`src/rtl/lph_pkg.sv`:
```
`default_nettype none

package lph_pkg;

    // Operation kinds carried in the request.
    localparam logic KIND_INSERT = 1'b0;
    localparam logic KIND_LOOKUP = 1'b1;

    // Response status codes.
    localparam logic [2:0] ST_INSERTED = 3'd0;
    localparam logic [2:0] ST_UPDATED  = 3'd1;
    localparam logic [2:0] ST_FULL     = 3'd2;
    localparam logic [2:0] ST_HIT      = 3'd3;
    localparam logic [2:0] ST_MISS     = 3'd4;

    typedef struct packed {
        logic        kind;
        logic [63:0] key;
        logic [63:0] item_value;
    } req_item_t;

    typedef struct packed {
        logic [2:0]  status;
        logic [63:0] read_value;
        logic [6:0]  entry_count;
    } rsp_item_t;

    // Commands from the controller to the datapath.
    typedef struct packed {
        logic       clr_run;
        logic       load;
        logic       div_step;
        logic       issue;
        logic       commit;
        logic       res_load;
        logic [2:0] res_code;
        logic       out_load;
    } lph_cmd_t;

    // Status from the datapath to the controller.
    typedef struct packed {
        logic clr_last;
        logic div_done;
        logic iss_all;
        logic chk_valid;
        logic chk_match;
        logic chk_empty;
        logic chk_last;
        logic hit;
        logic kind;
    } lph_sts_t;

endpackage

`default_nettype wire

```
`src/rtl/lph_ctrl.sv`:
```
`default_nettype none

module lph_ctrl
    import lph_pkg::*;
(
    input  wire           clk,
    input  wire           rst_n,
    input  wire           req_valid,
    output logic          req_stall,
    output logic          rsp_valid,
    input  wire           rsp_stall,
    output lph_cmd_t      cmd,
    input  wire lph_sts_t sts
);

    typedef enum logic [2:0] {
        S_CLEAR,
        S_IDLE,
        S_DIVIDE,
        S_PROBE,
        S_DONE
    } state_t;

    state_t state_reg;
    state_t state_next;
    logic   rsp_valid_reg;
    logic   rsp_valid_next;
    logic   usable;

    assign usable = sts.chk_valid && (sts.chk_match || sts.chk_empty);

    always_comb
    begin
        cmd            = '0;
        state_next     = state_reg;
        rsp_valid_next = rsp_valid_reg && rsp_stall;
        case (state_reg)
            S_CLEAR:
            begin
                cmd.clr_run = 1'b1;
                if (sts.clr_last)
                begin
                    state_next = S_IDLE;
                end
            end
            S_IDLE:
            begin
                if (req_valid)
                begin
                    cmd.load   = 1'b1;
                    state_next = S_DIVIDE;
                end
            end
            S_DIVIDE:
            begin
                if (sts.div_done)
                begin
                    state_next = S_PROBE;
                end
                else
                begin
                    cmd.div_step = 1'b1;
                end
            end
            S_PROBE:
            begin
                if (sts.kind == KIND_INSERT)
                begin
                    if (usable)
                    begin
                        cmd.commit   = 1'b1;
                        cmd.res_load = 1'b1;
                        cmd.res_code = sts.chk_empty ? ST_INSERTED : ST_UPDATED;
                        state_next   = S_DONE;
                    end
                    else if (sts.chk_valid && sts.chk_last)
                    begin
                        cmd.res_load = 1'b1;
                        cmd.res_code = ST_FULL;
                        state_next   = S_DONE;
                    end
                    else
                    begin
                        cmd.issue = !sts.iss_all;
                    end
                end
                else
                begin
                    cmd.issue = !sts.iss_all;
                    if (sts.chk_valid && sts.chk_last)
                    begin
                        cmd.res_load = 1'b1;
                        cmd.res_code = (sts.hit || sts.chk_match) ? ST_HIT : ST_MISS;
                        state_next   = S_DONE;
                    end
                end
            end
            S_DONE:
            begin
                if (!rsp_valid_reg || !rsp_stall)
                begin
                    cmd.out_load   = 1'b1;
                    rsp_valid_next = 1'b1;
                    state_next     = S_IDLE;
                end
            end
            default:
            begin
                state_next = S_IDLE;
            end
        endcase
    end

    always_ff @(posedge clk or negedge rst_n)
    begin
        if (!rst_n)
        begin
            state_reg     <= S_CLEAR;
            rsp_valid_reg <= 1'b0;
        end
        else
        begin
            state_reg     <= state_next;
            rsp_valid_reg <= rsp_valid_next;
        end
    end

    assign req_stall = (state_reg != S_IDLE);
    assign rsp_valid = rsp_valid_reg;

endmodule

`default_nettype wire

```
`config.mk`:
```
export PLATFORM = sky130hd
export DESIGN_NAME = lph_ctrl
export DESIGN_NICKNAME = d
export VERILOG_FILES = /design/src/rtl/lph_pkg.sv /design/src/rtl/lph_ctrl.sv
export SDC_FILE = /design/constraint.sdc
export NUM_CORES = 1
export LEC_CHECK = 0
export BUFFER_PORTS_ARGS = -buffer_cell sky130_fd_sc_hd__buf_2
export CAP_MARGIN = 10
export CORE_AREA = 5 5 45 47
export DETAILED_ROUTE_END_ITERATION = 10
export DIE_AREA = 0 0 50 52
export SLEW_MARGIN = 20
export SYNTH_ARGS = -nofsm -noshare
export SYNTH_HDL_FRONTEND = slang
export SYNTH_SLANG_ARGS = --single-unit
```
`constraint.sdc`:
```
create_clock -name clk -period 1.2 [get_ports clk]
set_input_delay 0.24 -clock clk [delete_from_list [all_inputs] [get_ports clk]]
set_output_delay 0.24 -clock clk [all_outputs]
set_load 0.005 [all_outputs]
```
[Word level (Yosys, flattened, before mapping)]
Index checks and enable logic that the tools add are counted.
Widths: inputs -> output; s select.
Word-level totals
  register bits after elaboration: 4
  output and inout port bits: 12
Cells by class
  multiplexer cells: 29
  equal/unequal tests: 9
  reductions and logical operators: 11
Operators by type and width (number)
  $mux 3: 8
  $mux 4: 4
  $mux 1: 15
  $pmux 3 s5: 1
  $ne 2x2->1 const B: 4
  $eq 3x2->1 const B: 2
  $mux 6: 1
  $reduce_and 4->1: 1
  $eq 3x1->1 const B: 1
  $eq 3x3->1 const B: 1
  $logic_and 1x1->1: 3
  $logic_not 1->1: 3
  $logic_not 3->1: 1
  $logic_or 1x1->1: 3
  $ne 3x1->1 const B: 1

[Longest topological paths before layout]
Gate-level depths: netlist (run 1).
  depth in word-level cells: 5
  depth in mapped cells: 4

[Worst setup path before layout (run 1)]
OpenSTA, ideal clock, no wires.
  path kind: reg-to-output
  start point: register state_reg[2]
  end point: output port cmd[3] in the netlist's numbering
  path buffers: 0
  slack: -0.013 ns
  cell stages (with the launch flop): 3
  arrival time: 0.973 ns
  required time: 0.960 ns
  cells stage by stage: dfrtp_1 -> nand4b_1 -> nor4b_1
RTL lines
  start: declaration: line lph_ctrl.sv:24  | state_t state_reg;
  start signal: assignment: line lph_ctrl.sv:123  | state_reg <= state_next;
  end: declaration: line lph_ctrl.sv:12  | output lph_cmd_t cmd,

==> results of run 1 <==
-- routing by layer --
metal	global-route usage, %	vias up	share of wire (%)
met5	0	-	0
met4	6.55	0	0
met3	3.44	0	11
met2	18.6	23	53
met1	10.0	235	37
li1	-	249	-
-- worst max-delay path, cell delays in order (launching register included) --
cell and delay, ns:
dfrtp_1 0.38, nand4b_1 0.29, nor4b_2 0.25, buf_2 0.15
-- final cells by class --
cell class	count	share of cell area (%)
Multi-Input combinational cell	37	41.2
Timing Repair Buffer	42	38.5
Sequential cell	4	13.7
Clock buffer	3	3.09
Tap cell	17	2.92
Inverter	1	0.515
-- cell usage after synthesis (all sizes together) --
| library cell | n | area, sq um |
|---|---|---|
| nor2 | 6 | 22.5 |
| dfrtp | 4 | 100 |
| nand2 | 4 | 15.0 |
| nor3 | 4 | 20.0 |
| a21oi | 3 | 15.0 |
| nand2b | 3 | 21.3 |
| nor4b | 3 | 32.5 |
| buf | 2 | 16.3 |
| nand4b | 2 | 32.5 |
| nor3b | 2 | 15.0 |
| o21ai | 2 | 10.0 |
| o31a | 2 | 17.5 |
| a311o | 1 | 10.0 |
| and2 | 1 | 6.26 |
| inv | 1 | 3.75 |
| mux2i | 1 | 10.0 |
| o21a | 1 | 7.51 |
| o22ai | 1 | 6.26 |
| or2 | 1 | 6.26 |
-- worst max-delay path by stage --
stage / startpoint / to / slack [ns] / cells past startpoint
finish: state_reg[2]$_DFFE_PN0P_ / cmd[3] / -0.34 / 3
floorplan: state_reg[1]$_DFFE_PN0P_ / state_reg[0]$_DFFE_PN0P_ / 0.003 / 3
global placement: sts[4] / cmd[6] / -0.11 / 5
detailed placement: sts[4] / cmd[6] / -0.12 / 5
CTS: state_reg[2]$_DFFE_PN0P_ / cmd[3] / -0.33 / 3
global route: state_reg[2]$_DFFE_PN0P_ / cmd[3] / -0.45 / 3
-- cell families after synthesis --
logic type             count (synthesis)
DFF                                    4
buffers and inverters                  3
AOI/OAI and AO/OA                     10
and+or+nand+nor                       26
muxes                                  1
-- power groups by stage --
stage / Combinational [mW] / Clock (mW) / Sequential [mW]
5_1_grt: 1.00 / 0.191 / 0.241
4_1_cts: 0.864 / 0.176 / 0.231
3_3_place_gp: 0.628 / 0 / 0.235
6_report: 0.922 / 0.166 / 0.234
3_5_place_dp: 0.637 / 0 / 0.236
2_1_floorplan: 0.376 / 0 / 0.210
-- timing repair --
item	in CTS	in global routing
resized for setup	11	4
hold endpoints to repair	4	0
endpoints found under the setup margin	12	12
pin swaps	5	2
hold buffers	1	0
buffers inserted	6	0
-- per-stage QoR --
stage,hold slack [ns],cell area (sq um)
floorplan,-0.0556,374
global placement,0.0484,582
detailed placement,0.0499,582
CTS,0.280,704
global route,0.287,728
finish,0.283,728
==> flow_summary.yaml, run 1 <==
outcome:
  status: "complete, but fails checks"
  violations: "negative setup slack"
clock_network:
  numCtsBuffers: 3
  root_buffer: "clkbuf_4"
  htree_levels: 1
  cts_max_path_buffers: 2
  tritoncts: "built"
  clkTransAtPathRegs_ns: 0.04
  clock-sinks: 4
  clk_latency_ns: 0.23
global_routing:
  grt.overflow.total: 0
  grtUsageTotal_pct: 10.4
  grt_pass1_vias: 510
  grt_antenna_before_repair: 0
  grt_pass1_wl_mm: 2.10
  grt_max_degree: 8
critical_path:
  path_max_fanout: 4
  reg2regPathDepth: 5
  crit_path_start_kind: "flop"
  rr_startpoint: "state_reg[2]$_DFFE_PN0P_"
  worst-setup-path-type: "reg -> out"
  cp.arrival_ns: 1.30
  worstPathRequired_ns: 0.96
  r2r-end: "state_reg[0]$_DFFE_PN0P_"
  crit_path_end_kind: "output pin"
  r2r_slack_ns: -0.08
synthesis:
  syn_nets: 57
  synth_xor_area_share_pct: 0
  synth-compound-area-share_pct: 18.0
  synth-seq-area-share_pct: 27.2
  yosys.area_share.adder_pct: 0
  yosysWarnings: 0
  syn_inst: 44
  yosys.area_share.simple_pct: 46.6
  netlist_area_sq_um: 368
  synth_cell_types: 24
  syn_avg_cell_area_sq_um: 8.36
  synth_top_family_by_area: "simple AND/OR/NAND/NOR gates"
  synthMuxAreaShare_pct: 2.72
  synth_seq_cells: 4
timing:
  fin_skew_ns: 0.00243
  finalCriticalPeriod_ns: 1.54
  slew_headroom_pct: 82.0
  slew_viol_final: 0
  setup_viol: 12
  rsz0062_at_grt: "yes"
  tightest_slew_ns: 0.269
  setup_tns_ns: -2.69
  setup_slack_ns: -0.338
  finalHoldViolCount: 0
  min_period_over_period_pct: 128
  max_freq_ghz: 0.650
drt:
  drtIter0Drc: 6
  drc: 0
  antenna_left: 0
  detail_route.wl_per_cell_um: 12.0
  routed_wl_mm: 1.25
  vias_per_cell: 4.88
  vias: 507
  dr.pass1.iters: 4
power_and_ir_drop:
  p_int_uw: 826
  power_frac_comb_pct: 69.8
  total_power_mw: 1.32
  power.leakage_nw: 0.370
  power_switching_uw: 495
  pwr-share-clk_pct: 12.5
  sequentialPowerShare_pct: 17.7
  netSwitchingFraction_pct: 37.4
  powerDensity_nw_per_um2: 1810
  ir_drop_v: 0.000718
place:
  pre_cts_ws_ns: -0.123
  hpwl_um: 924
  place_inst: 94
  port_buffers: 24
  routabilityCongestion: 0.736
floorplanning:
  die-area_sq_um: 2600
  core_region_area_sq_um: 1610
  io_pins: 25
  die_w_um: 50
  rows: 15
  die_h_um: 52
  start_util_pct: 22.8
cells_and_area:
  instances_no_fill: 104
  drive_above_1_share_pct: 60.9
  final_common_cell: "buf_2"
  area_growth_pct: 98.0
  largest_reg_flops: 3
  n_antenna_cell: 0
  nNetsFinal: 102
  final_util_pct: 45.1
  regArea_sq_um: 100
  most-common-layout-cells: "buf_2, buf_4, buf_6"
  nFillCells: 159
  multiInputGateArea_sq_um: 300
worst_hold_path:
  min_to: "rsp_valid$_DFF_PN0_"
  hold_depth: 3
  hold_path.class: "in -> reg"
  min-delay-start: "rsp_stall"
flow_run:
  drv_cap: 0
Power figures use the tool's default switching activity.
==> run 2: changes to the inputs <==
- clock period: 1.2 -> 1.53 ns (I/O delays scaled with it)
==> flow_summary.yaml, run 2 (synthesis gave the netlist of run 1 again) <==
outcome:
  status: "complete, but fails checks"
  violations: "negative setup slack"
timing:
  min_period_over_period_pct: 105
  setup_viol: 3
  fin_skew_ns: 0.000983
  rsz0062_at_grt: "yes"
  slew_viol_final: 0
  slew_headroom_pct: 84.0
  max_freq_ghz: 0.622
  setup_tns_ns: -0.169
  tightest_slew_ns: 0.238
  setup_slack_ns: -0.0787
  finalCriticalPeriod_ns: 1.61
  finalHoldViolCount: 0
worst_hold_path:
  hold_path.class: "in -> reg"
critical_path:
  path_max_fanout: 4
  worst-setup-path-type: "reg -> out"
  path_buf_inv: 1
  cp_slowest_cell: "dfrtp_1"
  crit_path_end_kind: "output pin"
  cp.arrival_ns: 1.30
  crit_path_cell_trace: "nand4b_1, nor4b_2, buf_2"
  path_delay_family: "simple AND/OR/NAND/NOR gates"
  crit_path_start_kind: "flop"
  worstPathRequired_ns: 1.22
  cpPeakStageDelay_ns: 0.38
clock_network:
  htree_levels: 1
  root_buffer: "clkbuf_4"
  clock-sinks: 4
  clkTransAtPathRegs_ns: 0.04
  clk_latency_ns: 0.23
  cts_max_path_buffers: 2
  tritoncts: "built"
  numCtsBuffers: 3
global_routing:
  grt.overflow.total: 0
  grt_pass1_wl_mm: 1.73
  grt_antenna_before_repair: 0
  grt_pass1_vias: 434
  grtUsageTotal_pct: 8.52
  grt_max_degree: 11
floorplanning:
  io_pins: 25
  start_util_pct: 22.8
  die-area_sq_um: 2600
  die_w_um: 50
  die_h_um: 52
  core_region_area_sq_um: 1610
  rows: 15
cells_and_area:
  nNetsFinal: 89
  instances_no_fill: 91
  regArea_sq_um: 100
  final_common_cell: "buf_2"
  n_antenna_cell: 0
  nFillCells: 175
  multiInputGateArea_sq_um: 283
  largest_reg_flops: 3
  most-common-layout-cells: "buf_2, nor2_1, nand2_1, dfrtp_1"
  drive_above_1_share_pct: 54.1
  area_growth_pct: 63.6
drt:
  dr.pass1.iters: 4
  detail_route.wl_per_cell_um: 11.1
  vias_per_cell: 4.87
  vias: 443
  drc: 0
  antenna_left: 0
  drtIter0Drc: 3
  routed_wl_mm: 1.01
place:
  hpwl_um: 821
  place_inst: 86
  port_buffers: 24
  routabilityCongestion: 0.699
  pre_cts_ws_ns: 0.0775
flow_run:
  drv_cap: 0
power_and_ir_drop:
  ir_drop_v: 0.000486
  powerDensity_nw_per_um2: 1350
  total_power_uw: 813
  power.leakage_nw: 0.294
run 2: area by class of cell:
cell class                 count  area share [%]
timing repair buffer          29            28.5
tap                           17            3.53
inverter                       1           0.624
clock buffer                   3            3.74
multi-input combinational     37            47.0
sequential                     4            16.6
run 2: worst reg2reg max path: stages (launching register included):
cell	delay, ns
dfrtp_1	0.38
buf_6	0.15
o31a_1	0.30
a311o_1	0.32
run 2: routing by layer:
metal / routed length (um) / share of wire, % / GRT usage, %
met5: 0 / 0 / 0
met4: 0 / 0 / 3.93
met3: 80 / 7.9 / 4.58
met2: 499 / 49 / 13.8
met1: 431 / 43 / 8.97
run 2: worst paths after layout:
path                                             to                      from  slack [ns]  cells after the start
min in group asynchronous  state_reg[0]$_DFFE_PN0P_                     rst_n        0.41                      2
max                                          cmd[3]  state_reg[2]$_DFFE_PN0P_       -0.08                      3
min reg2reg                     rsp_valid$_DFF_PN0_       rsp_valid$_DFF_PN0_        0.57                      2
max reg2reg                state_reg[0]$_DFFE_PN0P_  state_reg[1]$_DFFE_PN0P_        0.26                      3
max in group asynchronous  state_reg[2]$_DFFE_PN0P_                     rst_n        1.00                      2
min                             rsp_valid$_DFF_PN0_                 rsp_stall        0.36                      3
run 2: through the flow:
step                      utilization, %  instance area (sq um)  hold WS [ns]
after floorplan                        -                    368        0.0104
after global placement              31.9                    515         0.112
after detailed placement            31.9                    515         0.115
after CTS                           34.7                    561         0.339
after global routing                37.3                    602         0.359
final                               37.3                    602         0.356
run 2: power breakdown:
part	switching [mW]	internal, mW	leakage (nW)
combinational	0.248	0.262	0.230
sequential	0.0290	0.144	0.0503
clock	0.0421	0.0877	0.0138
total	0.319	0.494	0.294
run 2: repair_timing:
action	in CTS	in global routing
pin swaps	1	1
gates cloned	0	0
resized for setup	2	8
setup buffers	0	1
endpoints found under the setup margin	5	9
endpoints found under the hold margin	4	0
hold buffers	1	0
